### src/hw/rtl/rpn_stack_evaluator_top_macros.svh
// Assertion helpers for the RPN evaluator.
`ifndef RPN_STACK_EVALUATOR_TOP_MACROS_SVH
`define RPN_STACK_EVALUATOR_TOP_MACROS_SVH

// Same-cycle implication.
`define RSE_CHECK(label, clk, rst, ante, cons, msg) \
  label: assert property (@(posedge clk) disable iff (rst) (ante) |-> (cons)) \
    else $error(msg);

// Implication after a fixed number of cycles.
`define RSE_CHECK_AFTER(label, clk, rst, ante, n, cons, msg) \
  label: assert property (@(posedge clk) disable iff (rst) (ante) |-> ##n (cons)) \
    else $error(msg);

`endif

### src/hw/rtl/rse_pkg.sv
package rse_pkg;

  localparam int DATA_W    = 32;
  localparam int DIV_STEPS = 32;
  localparam int STEP_W    = $clog2(DIV_STEPS);
  localparam int Q_DEPTH   = 4;
  localparam int Q_PTR_W   = $clog2(Q_DEPTH);

  localparam logic [7:0] CH_SPACE = 8'h20;
  localparam logic [7:0] CH_ZERO  = 8'h30;
  localparam logic [7:0] CH_NINE  = 8'h39;
  localparam logic [7:0] CH_PLUS  = 8'h2B;
  localparam logic [7:0] CH_MINUS = 8'h2D;
  localparam logic [7:0] CH_STAR  = 8'h2A;
  localparam logic [7:0] CH_SLASH = 8'h2F;

  typedef enum logic [2:0] {
    ST_OK       = 3'd0,
    ST_FEW      = 3'd1,
    ST_BADCHAR  = 3'd2,
    ST_DIVZERO  = 3'd3,
    ST_NOTONE   = 3'd4,
    ST_OVERFLOW = 3'd5
  } status_t;

  typedef enum logic [1:0] {
    K_SKIP = 2'd0,
    K_PUSH = 2'd1,
    K_OP   = 2'd2,
    K_BAD  = 2'd3
  } kind_t;

  typedef enum logic [1:0] {
    OP_ADD = 2'd0,
    OP_SUB = 2'd1,
    OP_MUL = 2'd2,
    OP_DIV = 2'd3
  } op_t;

  typedef struct packed {
    kind_t      kind;
    op_t        op;
    logic [3:0] digit;
    logic       last;
  } cmd_t;

  typedef struct packed {
    logic              start;
    logic [DATA_W-1:0] num;
    logic [DATA_W-1:0] den;
  } div_req_t;

  typedef struct packed {
    logic              done;
    logic [DATA_W-1:0] quotient;
  } div_rsp_t;

endpackage

### src/hw/rtl/rse_in_if.sv
interface rse_in_if;
  logic       valid;
  logic       ready;
  logic [7:0] symbol;
  logic       last;

  modport source (output valid, symbol, last, input ready);
  modport sink (input valid, symbol, last, output ready);
endinterface

### src/hw/rtl/rse_out_if.sv
interface rse_out_if;
  logic               valid;
  logic               ready;
  logic signed [31:0] value;
  logic [2:0]         status;

  modport source (output valid, value, status, input ready);
  modport sink (input valid, value, status, output ready);
endinterface

### src/hw/rtl/rse_ram.sv
module rse_ram #(
  parameter int WIDTH = 32,
  parameter int DEPTH = 16,
  localparam int AW = (DEPTH > 1) ? $clog2(DEPTH) : 1
) (
  input  logic             clk,
  input  logic             we,
  input  logic [AW-1:0]    waddr,
  input  logic [WIDTH-1:0] wdata,
  input  logic             re,
  input  logic [AW-1:0]    raddr,
  output logic [WIDTH-1:0] rdata
);

  logic [WIDTH-1:0] mem [DEPTH];

  always_ff @(posedge clk) begin
    if (we) begin
      mem[waddr] <= wdata;
    end
    if (re) begin
      rdata <= mem[raddr];
    end
  end

endmodule

### src/hw/rtl/rse_front.sv
module rse_front (
  input  logic          clk,
  input  logic          rst,
  rse_in_if.sink        expr,
  output logic          cmd_valid,
  input  logic          cmd_ready,
  output rse_pkg::cmd_t cmd
);
  import rse_pkg::*;

  function automatic cmd_t classify(input logic [7:0] sym, input logic last);
    cmd_t       c;
    logic [7:0] diff;
    diff    = sym - CH_ZERO;
    c.kind  = K_BAD;
    c.op    = OP_ADD;
    c.digit = diff[3:0];
    c.last  = last;
    if (sym == CH_SPACE) begin
      c.kind = K_SKIP;
    end else if (sym >= CH_ZERO && sym <= CH_NINE) begin
      c.kind = K_PUSH;
    end else if (sym == CH_PLUS) begin
      c.kind = K_OP;
      c.op   = OP_ADD;
    end else if (sym == CH_MINUS) begin
      c.kind = K_OP;
      c.op   = OP_SUB;
    end else if (sym == CH_STAR) begin
      c.kind = K_OP;
      c.op   = OP_MUL;
    end else if (sym == CH_SLASH) begin
      c.kind = K_OP;
      c.op   = OP_DIV;
    end
    return c;
  endfunction

  cmd_t cls;
  logic keep;
  logic take;

  assign cls        = classify(expr.symbol, expr.last);
  // a space that does not close the expression has no effect downstream
  assign keep       = !(cls.kind == K_SKIP && !cls.last);
  assign expr.ready = !cmd_valid || cmd_ready;
  assign take       = expr.valid && expr.ready;

  always_ff @(posedge clk) begin
    if (rst) begin
      cmd_valid <= 1'b0;
    end else if (take) begin
      cmd_valid <= keep;
    end else if (cmd_ready) begin
      cmd_valid <= 1'b0;
    end
  end

  always_ff @(posedge clk) begin
    if (take) begin
      cmd <= cls;
    end
  end

endmodule

### src/hw/rtl/rse_fifo.sv
module rse_fifo (
  input  logic          clk,
  input  logic          rst,
  input  logic          in_valid,
  output logic          in_ready,
  input  rse_pkg::cmd_t in_cmd,
  output logic          out_valid,
  input  logic          out_ready,
  output rse_pkg::cmd_t out_cmd
);
  import rse_pkg::*;

  cmd_t               entries [Q_DEPTH];
  logic [Q_PTR_W-1:0] wr_ptr;
  logic [Q_PTR_W-1:0] rd_ptr;
  logic [Q_PTR_W:0]   level;
  logic               push;
  logic               pop;

  assign in_ready  = level != (Q_PTR_W + 1)'(Q_DEPTH);
  assign out_valid = level != '0;
  assign out_cmd   = entries[rd_ptr];
  assign push      = in_valid && in_ready;
  assign pop       = out_valid && out_ready;

  always_ff @(posedge clk) begin
    if (rst) begin
      wr_ptr <= '0;
      rd_ptr <= '0;
      level  <= '0;
    end else begin
      if (push) begin
        wr_ptr <= wr_ptr + 1'b1;
      end
      if (pop) begin
        rd_ptr <= rd_ptr + 1'b1;
      end
      if (push && !pop) begin
        level <= level + 1'b1;
      end else if (pop && !push) begin
        level <= level - 1'b1;
      end
    end
  end

  always_ff @(posedge clk) begin
    if (push) begin
      entries[wr_ptr] <= in_cmd;
    end
  end

endmodule

### src/hw/rtl/rse_div.sv
module rse_div (
  input  logic              clk,
  input  logic              rst,
  input  rse_pkg::div_req_t req,
  output rse_pkg::div_rsp_t rsp
);
  import rse_pkg::*;

  logic [DATA_W-1:0] rem;
  logic [DATA_W-1:0] quo;
  logic [DATA_W-1:0] dvs;
  logic [STEP_W-1:0] cnt;
  logic              neg;
  logic              busy;
  logic              done;
  logic [DATA_W:0]   rem_sh;
  logic [DATA_W:0]   diff;
  logic [DATA_W-1:0] un;
  logic [DATA_W-1:0] ud;

  assign un     = req.num[DATA_W-1] ? (DATA_W)'(0) - req.num : req.num;
  assign ud     = req.den[DATA_W-1] ? (DATA_W)'(0) - req.den : req.den;
  assign rem_sh = {rem, quo[DATA_W-1]};
  assign diff   = rem_sh - {1'b0, dvs};

  always_ff @(posedge clk) begin
    if (rst) begin
      busy <= 1'b0;
      done <= 1'b0;
    end else begin
      if (req.start) begin
        busy <= 1'b1;
        done <= 1'b0;
      end else if (busy && cnt == STEP_W'(DIV_STEPS - 1)) begin
        busy <= 1'b0;
        done <= 1'b1;
      end else begin
        done <= 1'b0;
      end
    end
  end

  // restoring division, one quotient bit per cycle
  always_ff @(posedge clk) begin
    if (req.start) begin
      rem <= '0;
      quo <= un;
      dvs <= ud;
      neg <= req.num[DATA_W-1] ^ req.den[DATA_W-1];
      cnt <= '0;
    end else if (busy) begin
      cnt <= cnt + 1'b1;
      if (!diff[DATA_W]) begin
        rem <= diff[DATA_W-1:0];
        quo <= {quo[DATA_W-2:0], 1'b1};
      end else begin
        rem <= rem_sh[DATA_W-1:0];
        quo <= {quo[DATA_W-2:0], 1'b0};
      end
    end
  end

  assign rsp.done     = done;
  assign rsp.quotient = neg ? (DATA_W)'(0) - quo : quo;

endmodule

### src/hw/rtl/rse_back.sv
module rse_back #(
  parameter int STACK_DEPTH = 16
) (
  input  logic              clk,
  input  logic              rst,
  input  logic              cmd_valid,
  output logic              cmd_ready,
  input  rse_pkg::cmd_t     cmd,
  output rse_pkg::div_req_t div_req,
  input  rse_pkg::div_rsp_t div_rsp,
  rse_out_if.source         result
);
  import rse_pkg::*;

  localparam int AW = (STACK_DEPTH > 1) ? $clog2(STACK_DEPTH) : 1;
  localparam int CW = $clog2(STACK_DEPTH + 1);

  typedef enum logic [3:0] {
    S_DISPATCH = 4'b0001,
    S_REFILL   = 4'b0010,
    S_DIV      = 4'b0100,
    S_EMIT     = 4'b1000
  } state_t;

  state_t            state, state_next;
  logic [DATA_W-1:0] tos, tos_next;
  logic [DATA_W-1:0] nos, nos_next;
  logic [CW-1:0]     count, count_next;
  status_t           err, err_next;
  logic              last_pend, last_pend_next;
  logic              out_valid, out_valid_next;
  logic [DATA_W-1:0] out_value, out_value_next;
  status_t           out_status, out_status_next;

  logic              ram_we;
  logic              ram_re;
  logic [AW-1:0]     ram_waddr;
  logic [AW-1:0]     ram_raddr;
  logic [DATA_W-1:0] ram_rdata;
  logic [CW-1:0]     cnt_m2;
  logic [CW-1:0]     cnt_m3;
  logic [DATA_W-1:0] alu;
  logic              slot_free;

  // the top two values live in tos/nos; deeper entries in the RAM
  assign cnt_m2    = count - CW'(2);
  assign cnt_m3    = count - CW'(3);
  assign ram_waddr = cnt_m2[AW-1:0];
  assign ram_raddr = cnt_m3[AW-1:0];
  assign slot_free = !out_valid || result.ready;

  always_comb begin
    unique case (cmd.op)
      OP_ADD:  alu = nos + tos;
      OP_SUB:  alu = nos - tos;
      OP_MUL:  alu = nos * tos;
      OP_DIV:  alu = nos;
      default: alu = nos;
    endcase
  end

  rse_ram #(.WIDTH(DATA_W), .DEPTH(STACK_DEPTH)) u_stack (
    .clk   (clk),
    .we    (ram_we),
    .waddr (ram_waddr),
    .wdata (nos),
    .re    (ram_re),
    .raddr (ram_raddr),
    .rdata (ram_rdata)
  );

  always_comb begin
    state_next      = state;
    tos_next        = tos;
    nos_next        = nos;
    count_next      = count;
    err_next        = err;
    last_pend_next  = last_pend;
    out_valid_next  = out_valid && !result.ready;
    out_value_next  = out_value;
    out_status_next = out_status;
    cmd_ready       = 1'b0;
    ram_we          = 1'b0;
    ram_re          = 1'b0;
    div_req.start   = 1'b0;
    div_req.num     = nos;
    div_req.den     = tos;

    unique case (state)
      S_DISPATCH: begin
        if (cmd_valid) begin
          cmd_ready      = 1'b1;
          last_pend_next = cmd.last;
          state_next     = cmd.last ? S_EMIT : S_DISPATCH;
          if (err == ST_OK) begin
            unique case (cmd.kind)
              K_SKIP: begin
              end
              K_BAD: begin
                err_next = ST_BADCHAR;
              end
              K_PUSH: begin
                if (count >= CW'(STACK_DEPTH)) begin
                  err_next = ST_OVERFLOW;
                end else begin
                  ram_we     = count >= CW'(2);
                  nos_next   = tos;
                  tos_next   = {{(DATA_W - 4){1'b0}}, cmd.digit};
                  count_next = count + 1'b1;
                end
              end
              K_OP: begin
                if (count < CW'(2)) begin
                  err_next = ST_FEW;
                end else if (cmd.op == OP_DIV) begin
                  if (tos == '0) begin
                    err_next = ST_DIVZERO;
                  end else begin
                    div_req.start = 1'b1;
                    ram_re        = 1'b1;
                    state_next    = S_DIV;
                  end
                end else begin
                  tos_next   = alu;
                  count_next = count - 1'b1;
                  ram_re     = 1'b1;
                  state_next = S_REFILL;
                end
              end
              default: begin
              end
            endcase
          end
        end
      end
      S_REFILL: begin
        nos_next   = ram_rdata;
        state_next = last_pend ? S_EMIT : S_DISPATCH;
      end
      S_DIV: begin
        if (div_rsp.done) begin
          tos_next   = div_rsp.quotient;
          nos_next   = ram_rdata;
          count_next = count - 1'b1;
          state_next = last_pend ? S_EMIT : S_DISPATCH;
        end
      end
      S_EMIT: begin
        if (slot_free) begin
          out_valid_next = 1'b1;
          if (err != ST_OK) begin
            out_status_next = err;
            out_value_next  = '0;
          end else if (count != CW'(1)) begin
            out_status_next = ST_NOTONE;
            out_value_next  = '0;
          end else begin
            out_status_next = ST_OK;
            out_value_next  = tos;
          end
          count_next = '0;
          err_next   = ST_OK;
          state_next = S_DISPATCH;
        end
      end
      default: begin
        state_next = S_DISPATCH;
      end
    endcase
  end

  always_ff @(posedge clk) begin
    if (rst) begin
      state     <= S_DISPATCH;
      count     <= '0;
      err       <= ST_OK;
      last_pend <= 1'b0;
      out_valid <= 1'b0;
    end else begin
      state     <= state_next;
      count     <= count_next;
      err       <= err_next;
      last_pend <= last_pend_next;
      out_valid <= out_valid_next;
    end
  end

  always_ff @(posedge clk) begin
    tos        <= tos_next;
    nos        <= nos_next;
    out_value  <= out_value_next;
    out_status <= out_status_next;
  end

  assign result.valid  = out_valid;
  assign result.value  = $signed(out_value);
  assign result.status = out_status;

endmodule

### src/hw/rtl/rpn_stack_evaluator_top.sv
// RPN evaluator: one ASCII character per transaction on expr, last set on the final
// character; one result per expression on result. The front stage classifies a
// character and registers it; a four-entry queue decouples it from the execution
// stage. In execution, a digit, a space or a bad character is handled at dispatch;
// + - * dispatch and then refill next-of-stack from the stack RAM's registered read;
// / dispatches, runs the 32-step serial divider and takes the quotient; the last
// character also passes a state that posts the result. The execution stage takes
// no new character while a division runs. Items after the first error are consumed
// at one per cycle. No clearing pass is needed after reset.
`include "rpn_stack_evaluator_top_macros.svh"

module rpn_stack_evaluator_top #(
  parameter int STACK_DEPTH = 16
) (
  input  logic      clk,
  input  logic      rst,
  rse_in_if.sink    expr,
  rse_out_if.source result
);
  import rse_pkg::*;

  logic     f_valid;
  logic     f_ready;
  cmd_t     f_cmd;
  logic     q_valid;
  logic     q_ready;
  cmd_t     q_cmd;
  div_req_t div_req;
  div_rsp_t div_rsp;

  rse_front u_front (
    .clk       (clk),
    .rst       (rst),
    .expr      (expr),
    .cmd_valid (f_valid),
    .cmd_ready (f_ready),
    .cmd       (f_cmd)
  );

  rse_fifo u_queue (
    .clk       (clk),
    .rst       (rst),
    .in_valid  (f_valid),
    .in_ready  (f_ready),
    .in_cmd    (f_cmd),
    .out_valid (q_valid),
    .out_ready (q_ready),
    .out_cmd   (q_cmd)
  );

  rse_back #(.STACK_DEPTH(STACK_DEPTH)) u_back (
    .clk       (clk),
    .rst       (rst),
    .cmd_valid (q_valid),
    .cmd_ready (q_ready),
    .cmd       (q_cmd),
    .div_req   (div_req),
    .div_rsp   (div_rsp),
    .result    (result)
  );

  rse_div u_div (
    .clk (clk),
    .rst (rst),
    .req (div_req),
    .rsp (div_rsp)
  );

  `RSE_CHECK(a_err_value_zero, clk, rst, result.valid && result.status != ST_OK, result.value == 0, "error result carries nonzero value")
  `RSE_CHECK_AFTER(a_div_latency, clk, rst, div_req.start, 33, div_rsp.done, "divider did not finish in 33 cycles")
  `RSE_CHECK(a_div_no_overlap, clk, rst, div_req.start, !div_rsp.done, "divider started while a quotient was returning")

endmodule

### src/flat_wrapper.sv
// flat-port wrapper written by rule: the top's interface ports become plain ports
module rpn_stack_evaluator_top_flat import rse_pkg::*;
#(
  parameter int STACK_DEPTH = 16
)
  (clk, rst, expr_valid, expr_symbol, expr_last, expr_ready, result_valid, result_value, result_status, result_ready);
  rse_in_if expr_i ();
  rse_out_if result_i ();
  input  logic clk;
  input  logic rst;
  input wire logic [$bits(expr_i.valid)-1:0] expr_valid;
  input wire logic [$bits(expr_i.symbol)-1:0] expr_symbol;
  input wire logic [$bits(expr_i.last)-1:0] expr_last;
  output wire logic [$bits(expr_i.ready)-1:0] expr_ready;
  output wire logic [$bits(result_i.valid)-1:0] result_valid;
  output wire logic [$bits(result_i.value)-1:0] result_value;
  output wire logic [$bits(result_i.status)-1:0] result_status;
  input wire logic [$bits(result_i.ready)-1:0] result_ready;
  assign expr_i.valid = expr_valid;
  assign expr_i.symbol = expr_symbol;
  assign expr_i.last = expr_last;
  assign expr_ready = expr_i.ready;
  assign result_valid = result_i.valid;
  assign result_value = result_i.value;
  assign result_status = result_i.status;
  assign result_i.ready = result_ready;
  rpn_stack_evaluator_top #(.STACK_DEPTH(STACK_DEPTH)) u_core (.clk(clk), .rst(rst), .expr(expr_i), .result(result_i));
endmodule
### config.mk
export PLATFORM = sky130hd
export DESIGN_NAME = rpn_stack_evaluator_top_flat
export DESIGN_NICKNAME = d
export VERILOG_FILES = /design/src/hw/rtl/rse_pkg.sv /design/src/hw/rtl/rse_in_if.sv /design/src/hw/rtl/rse_out_if.sv /design/src/hw/rtl/rse_ram.sv /design/src/hw/rtl/rse_front.sv /design/src/hw/rtl/rse_fifo.sv /design/src/hw/rtl/rse_div.sv /design/src/hw/rtl/rse_back.sv /design/src/hw/rtl/rpn_stack_evaluator_top.sv /design/src/flat_wrapper.sv
export VERILOG_INCLUDE_DIRS = /design/src /design/src/hw/rtl
export SDC_FILE = /design/constraint.sdc
export NUM_CORES = 2
export LEC_CHECK = 0
export ABC_AREA = 0
export BUFFER_PORTS_ARGS = -buffer_cell sky130_fd_sc_hd__buf_2
export CORE_ASPECT_RATIO = 0.8
export CORE_MARGIN = 2
export CORE_UTILIZATION = 28
export CTS_CLUSTER_SIZE = 28
export DETAILED_ROUTE_END_ITERATION = 16
export GPL_ROUTABILITY_DRIVEN = 0
export REMOVE_ABC_BUFFERS = 1
export SETUP_SLACK_MARGIN = 0.15
export SYNTH_ARGS = -nofsm -noshare
export SYNTH_HDL_FRONTEND = slang
export SYNTH_SLANG_ARGS = --single-unit
### constraint.sdc
create_clock -name clk -period 10.1 [get_ports clk]
set_clock_uncertainty 0.1 [all_clocks]
set_input_delay 0.505 -clock clk [delete_from_list [all_inputs] [get_ports clk]]
set_output_delay 0.505 -clock clk [all_outputs]
set_load 0.1 [all_outputs]
Word-level counts from Yosys, hierarchy flattened:

Memories as Yosys holds them, arrays and structs flattened. A register that Yosys moved wholly into a read port is not among the register bits.
Cells that the tools add are included.
W data, S select, Z words.

* bits in registers: 234
* logic and storage cells: 220
* memories: 2
* memory bits (writable): 548

* magnitude comparators: 5
* reductions and logical operators: 43
* eq/ne operators: 32
* $mul: 1
* multiplexer cells: 94
* bitwise logic cells: 1
* add/subtract/negate cells: 16

Memory list
* u_core.u_back.u_stack.mem: depth 16, width 32, rd ports 1, clocked after memory_dff 1, wr ports 1, RTL line rse_ram.sv:15 `logic [WIDTH-1:0] mem [DEPTH];`
* u_core.u_queue.entries: depth 4, width 9, rd ports 1, clocked after memory_dff 1, wr ports 1, RTL line rse_fifo.sv:13 `cmd_t entries [Q_DEPTH];`

Operator list (number)
* $mux W32: 16
* $pmux W32 S3: 2
* $pmux W32 S2: 2
* $sub A1 B32 Y32 const A: 3
* $mux W4: 13
* $eq A8 B6 Y1 const B: 5
* $mux W3: 12
* $mux W5: 7
* $sub A33 B32 Y33: 1
* $add A32 B32 Y32: 1
* $logic_not A32 Y1: 1
* $mul A32 B32 Y32: 1
* $mux W1: 32
* $sub A32 B32 Y32: 1
* $mux W31: 1
* $pmux W4 S4: 1
* $reduce_and A8 Y1: 2
* $ne A3 B3 Y1 const B: 5
* $pmux W5 S3: 1
* $reduce_bool A2 Y1: 6
* $reduce_bool A3 Y1: 4
* $add A5 B1 Y5 const B: 2
* $pmux W5 S2: 1
* $logic_and A1 B1 Y1: 9
* other kinds (39): 63

Longest topological paths before layout:

* word-level depth: 11
* mapped depth: 28

Hierarchy:

A second synthesis with hierarchy kept.

* cell total of the unflattened synthesis: 4405
* area, all modules: 53423.7 um2

By module, submodules not included
* rse_back: sequential area each 3253.1 um2, cells each 2543, area an instance 23314.9 um2, times used 1
* rse_ram: sequential area each 16335.7 um2, cells each 838, area an instance 20174.3 um2, times used 1
* rse_div: sequential area each 2732.6 um2, cells each 897, area an instance 7728.7 um2, times used 1
* rse_fifo: sequential area each 1261.2 um2, cells each 95, area an instance 1780.5 um2, times used 1
* rse_front: sequential area each 290.3 um2, cells each 32, area an instance 425.4 um2, times used 1

Least setup slack after synthesis:

OpenSTA, ideal clock, no wires.

* kind: reg-to-reg
* start: register u_core.u_back.nos[14]
* end: register u_core.u_back.tos[31], data pin
* required time: 9.737 ns
* cell stages (with the launch flop): 26
* arrival: 7.512 ns
* period minus slack after synthesis: 7.875 ns
* buffers on the path: 2
* setup slack: 2.225 ns
* path through: edfxtp_1 -> clkbuf_1 -> clkbuf_1 -> and2_1 -> fa_1 -> inv_1 -> fa_1 -> fa_1 -> fa_1 -> inv_1 -> fa_1 -> inv_1 -> fa_1 -> inv_1 -> fa_1 -> fa_1 -> ha_1 -> a211oi_1 -> nor3b_1 -> a211o_1 -> a221o_1 -> a31o_2 -> a211oi_1 -> o31ai_1 -> xnor2_1 -> a2111o_1

* word-level cells in the longest chain between the ends: 8
* elaborated cells between the ends (all ways): 10

Ends and longest elaborated chain
* from (decl): RTL line rse_back.sv:27 `logic [DATA_W-1:0] nos, nos_next;`
* from (signal assigned): RTL line rse_back.sv:190 `nos <= nos_next;`
* $mul A32 B32 Y32 (tied with other cells): RTL line rse_back.sv:56 `OP_MUL: alu = nos * tos;`
* $pmux W32 S3 *: RTL line rse_back.sv:53 `unique case (cmd.op)`
* $mux W32 *: RTL line rse_back.sv:115 `end else if (cmd.op == OP_DIV) begin`
* $mux W32 *: RTL line rse_back.sv:113 `if (count < CW'(2)) begin`
* $pmux W32 S2 *: RTL line rse_back.sv:96 `unique case (cmd.kind)`
* $mux W32 *: RTL line rse_back.sv:95 `if (err == ST_OK) begin`
* $mux W32 *: RTL line rse_back.sv:91 `if (cmd_valid) begin`
* $pmux W32 S2 *: RTL line rse_back.sv:89 `unique case (state)`
* net u_core.u_back.tos_next[31]: RTL line rse_back.sv:26 `logic [DATA_W-1:0] tos, tos_next;`
* to (signal assigned): RTL line rse_back.sv:189 `tos <= tos_next;`
* to (decl): RTL line rse_back.sv:26

The timed path passes the listed nets; every way through them passes the cells marked *. The select of a mux whose other input is x is not followed.
A chain may end at the register's enable or synchronous reset.

Final worst setup path:

* start: register u_core.u_back.nos[12]
* end: register u_core.u_back.tos[31], data pin

Same word-level chain as after synthesis.

==> metrics.log <==
[metrics] status: completed
[metrics] gate family responsible for the most delay along the worst path: adder cells
[metrics] most frequent cell on the critical path: sky130_fd_sc_hd__fa_1
[metrics] post-synthesis sequential area ratio: 0.4496
[metrics] I/O pins: 50
[metrics] summed area of non-filler cells in the final layout: 59270 µm²
[metrics] critical setup path kind: reg -> reg
[metrics] share of flip-flops with an asynchronous set or reset after synthesis: 0
[metrics] area share of the largest cell type after synthesis: 0.4259
[metrics] Final Worst Setup Slack: 1611 ps
[metrics] pre-CTS WS: 1679 ps
[metrics] cell type contributing the most total cell area after synthesis: sky130_fd_sc_hd__edfxtp_1
[metrics] final period demand of the worst path: 8489 ps
[metrics] setup repair after global routing missed its margin: no
[metrics] top cells by area, synth: sky130_fd_sc_hd__edfxtp_1 43%, sky130_fd_sc_hd__fa_1 15%, sky130_fd_sc_hd__mux4_2 7.2%, sky130_fd_sc_hd__ha_1 4.9%, sky130_fd_sc_hd__and2_1 4.1%
[metrics] number of buffers between clock root and the deepest sink: 3
[metrics] total clock sinks: 816
[metrics] Cells after Synth: 4251
[metrics] TritonCTS clock tree: done
[metrics] area of the die: 193100 µm²
[metrics] Max Cap Violations: 0
[metrics] post-route setup TNS: 0 ps
[metrics] first-pass GRT wire length: 231400 µm
[metrics] Root Buffer Master: sky130_fd_sc_hd__clkbuf_16
[metrics] largest net degree at the start of global routing: 70
[metrics] slew margin rel.: 0.2264
[metrics] highest fanout seen on the critical path: 22
[metrics] share of the cycle needed by the critical path after routing: 0.8405
[metrics] total core area: 187800 µm²
[metrics] deepest level of the CTS H-tree: 3
[metrics] post-synth design cell area: 53090 µm²
[metrics] number of antenna violations at the first check in global routing: 10
[metrics] via count of the first global-routing pass: 34.47k
[metrics] final max-slew violation count: 0
[metrics] Num CTS Buffers: 78
[metrics] delay of the slowest cell on the worst path: 860 ps
[metrics] type of the most critical hold path: in -> reg
[metrics] transition at the pin with the smallest max-transition slack: 1160 ps
[metrics] average via count per standard cell: 5.003
[metrics] Final Setup Violations: 0
[metrics] number of vias in the routed layout: 34.17k
[metrics] cell row count: 142
[metrics] Antenna Nets Post-Route: 0
[metrics] Setup Fix Bufs, Post-CTS: 0
[metrics] clock slew seen by the registers of the worst setup and hold paths: 80 ps
[metrics] Slowest cell on crit path: sky130_fd_sc_hd__edfxtp_1
[metrics] flop and latch count out of synthesis: 816
[metrics] drc violations: 0
[metrics] hpwl dp: 103300 µm
[metrics] critical path data required time: 10450 ps
[metrics] Worst Setup End Kind: register
[metrics] CP Cell Sequence: buf_4 > and2_1 > fa_1 > fa_1 > fa_1 > inv_1 > fa_1 > inv_1 > fa_1 > fa_1 > fa_1 > fa_1 > ha_1 > nand3_1 > nor2_1 > a211o_1 > a221o_1 > a31o_2 > a211oi_1 > o31ai_1 > xnor2_1 > a2111o_1
[metrics] overflow left after global routing: 0
[metrics] routed len/inst: 22.62 µm
[metrics] maximum frequency from static timing analysis: 117.8 MHz
[metrics] share of layout cells above drive strength 1: 0.1239
[metrics] kind of launch point of the worst setup path: register
[metrics] Die Ht: 393.5 µm
[metrics] number of iterations in the first detailed-routing pass: 6
[metrics] effective utilization at floorplan: 0.2827
[metrics] Iteration-0 DRC Markers: 4246
[metrics] EDFF count, synth: 753
[metrics] CP bufs+invs: 3
[metrics] Placed Instance Area: 56580 µm²
[metrics] most common library cell in the layout ignoring fill and taps: sky130_fd_sc_hd__edfxtp_1
[metrics] net count reported at finish: 4882
[metrics] leading cell types in the layout, fill and taps excluded: 753 x sky130_fd_sc_hd__edfxtp_1, 454 x sky130_fd_sc_hd__inv_1, 411 x sky130_fd_sc_hd__fa_1, 376 x sky130_fd_sc_hd__nand2_1, 345 x sky130_fd_sc_hd__and2_1
[metrics] GRT Resource Usage Total: 0.1588
[metrics] Clock Latency Late Sink: 700 ps
[metrics] Ys Warns: 0
[metrics] post-synthesis cell type count: 84
[metrics] dominant synthesized flop cell: sky130_fd_sc_hd__edfxtp_1
[metrics] die width: 490.9 µm
[metrics] Detailed Route WL: 154500 µm
[metrics] average footprint of a synthesized cell: 12.49 µm²
[metrics] PortBufs: 49
[metrics] endpoint arrival time on the critical path: 8840 ps
[metrics] Area Overhead vs Synth: 11.62%
[metrics] final hold violation count: 0
## worst min-delay path: stages
cell	delay [ps]
sky130_fd_sc_hd__buf_2	70
sky130_fd_sc_hd__nor2_1	40
sky130_fd_sc_hd__nand3_1	110
## state kept, by name (all words and copies together), names as in the netlist, 5 cells and up, named ones only
name	count
u_core.u_back.count	5
u_core.u_back.nos	32
u_core.u_back.result.value	32
u_core.u_back.tos	32
u_core.u_back.u_stack.mem	512
u_core.u_back.u_stack.rdata	32
u_core.u_div.cnt	5
u_core.u_div.dvs	32
u_core.u_div.quo	32
u_core.u_div.rem	32
u_core.u_front.cmd	9
u_core.u_queue.entries	36
## path summary, 6_finish.rpt
check                                             start                      end  slack (ps)  cells after the start
worst max register to register    u_core.u_back.nos[12]    u_core.u_back.tos[31]        1610                     22
worst min-delay path                     expr_symbol[6]    u_core.u_front.cmd[8]          70                      3
worst max-delay path              u_core.u_back.nos[12]    u_core.u_back.tos[31]        1610                     22
worst min register to register  u_core.u_back.last_pend  u_core.u_back.last_pend         370                      2
## through the flow
step | std cells | util | hold WS (ps)
final | 6830 | 0.3156 | 72.10
after global routing | 6829 | 0.3156 | 48.90
after CTS | 6829 | 0.3156 | 27.81
after detailed placement | 6682 | 0.3013 | 356.9
after global placement | 6682 | 0.3013 | 352.7
after floorplan | 4002 | - | 330.5
## layout make-up
| class | instances | area [µm²] |
|---|---|---|
| antenna | 1 | 2.502 |
| tap | 2520 | 3153 |
| clock buffer | 97 | 2044 |
| inverter | 455 | 1708 |
| timing repair buffer | 167 | 1149 |
| sequential | 816 | 23880 |
| multi-input combinational | 2731 | 26760 |
| fill | 18639 | 128500 |
| clock inverter | 43 | 569.3 |
## routing by layer
layer  share of wire  wire, µm  global-route usage  up-vias
met1            0.46     71590              0.2439    17607
li1                -         -                   -    14744
met5         0.00015        23                   0        -
met4           0.024      3716             0.03864        4
met3           0.093     14310             0.03112      247
met2            0.42     64890              0.2269     1571
## cell families after synthesis
logic type	after synthesis	synth area share
AND/OR/NAND/NOR	1097	0.1042
flip-flops	816	0.4496
buffers and inverters	704	0.05041
adder cells (fa/ha/maj)	620	0.2042
AO/OA/AOI/OAI	521	0.06398
XOR/XNOR	256	0.04223
multiplexers	237	0.08531
## what timing repair did
item	CTS	global route
gates resized for setup	0	0
hold buffers	7	0
hold endpoints to repair	7	0
## cell usage after synthesis (18+ instances only)
library cell,count
sky130_fd_sc_hd__xnor2_1,141
sky130_fd_sc_hd__o21ai_0,138
sky130_fd_sc_hd__buf_1,18
sky130_fd_sc_hd__xor2_1,115
sky130_fd_sc_hd__o41ai_1,19
sky130_fd_sc_hd__dfxtp_1,63
sky130_fd_sc_hd__inv_1,454
sky130_fd_sc_hd__o21a_1,19
sky130_fd_sc_hd__mux2i_1,34
sky130_fd_sc_hd__ha_1,209
sky130_fd_sc_hd__a31oi_1,18
sky130_fd_sc_hd__fa_1,411
sky130_fd_sc_hd__nor2b_1,20
sky130_fd_sc_hd__a21o_1,31
sky130_fd_sc_hd__nor2_1,152
sky130_fd_sc_hd__mux4_2,169
sky130_fd_sc_hd__nand2_1,378
sky130_fd_sc_hd__nand3_1,43
sky130_fd_sc_hd__o211ai_1,21
sky130_fd_sc_hd__mux2_2,34
sky130_fd_sc_hd__clkbuf_1,216
sky130_fd_sc_hd__a21oi_1,108
sky130_fd_sc_hd__o31ai_1,39
sky130_fd_sc_hd__nor3_1,32
sky130_fd_sc_hd__nand2b_1,22
sky130_fd_sc_hd__and2_1,345
sky130_fd_sc_hd__edfxtp_1,753
sky130_fd_sc_hd__or3_1,21
Power is left out: the tool's default activity adds up to more than one toggle a clock period on the data nets, which glitch-free logic cannot reach.
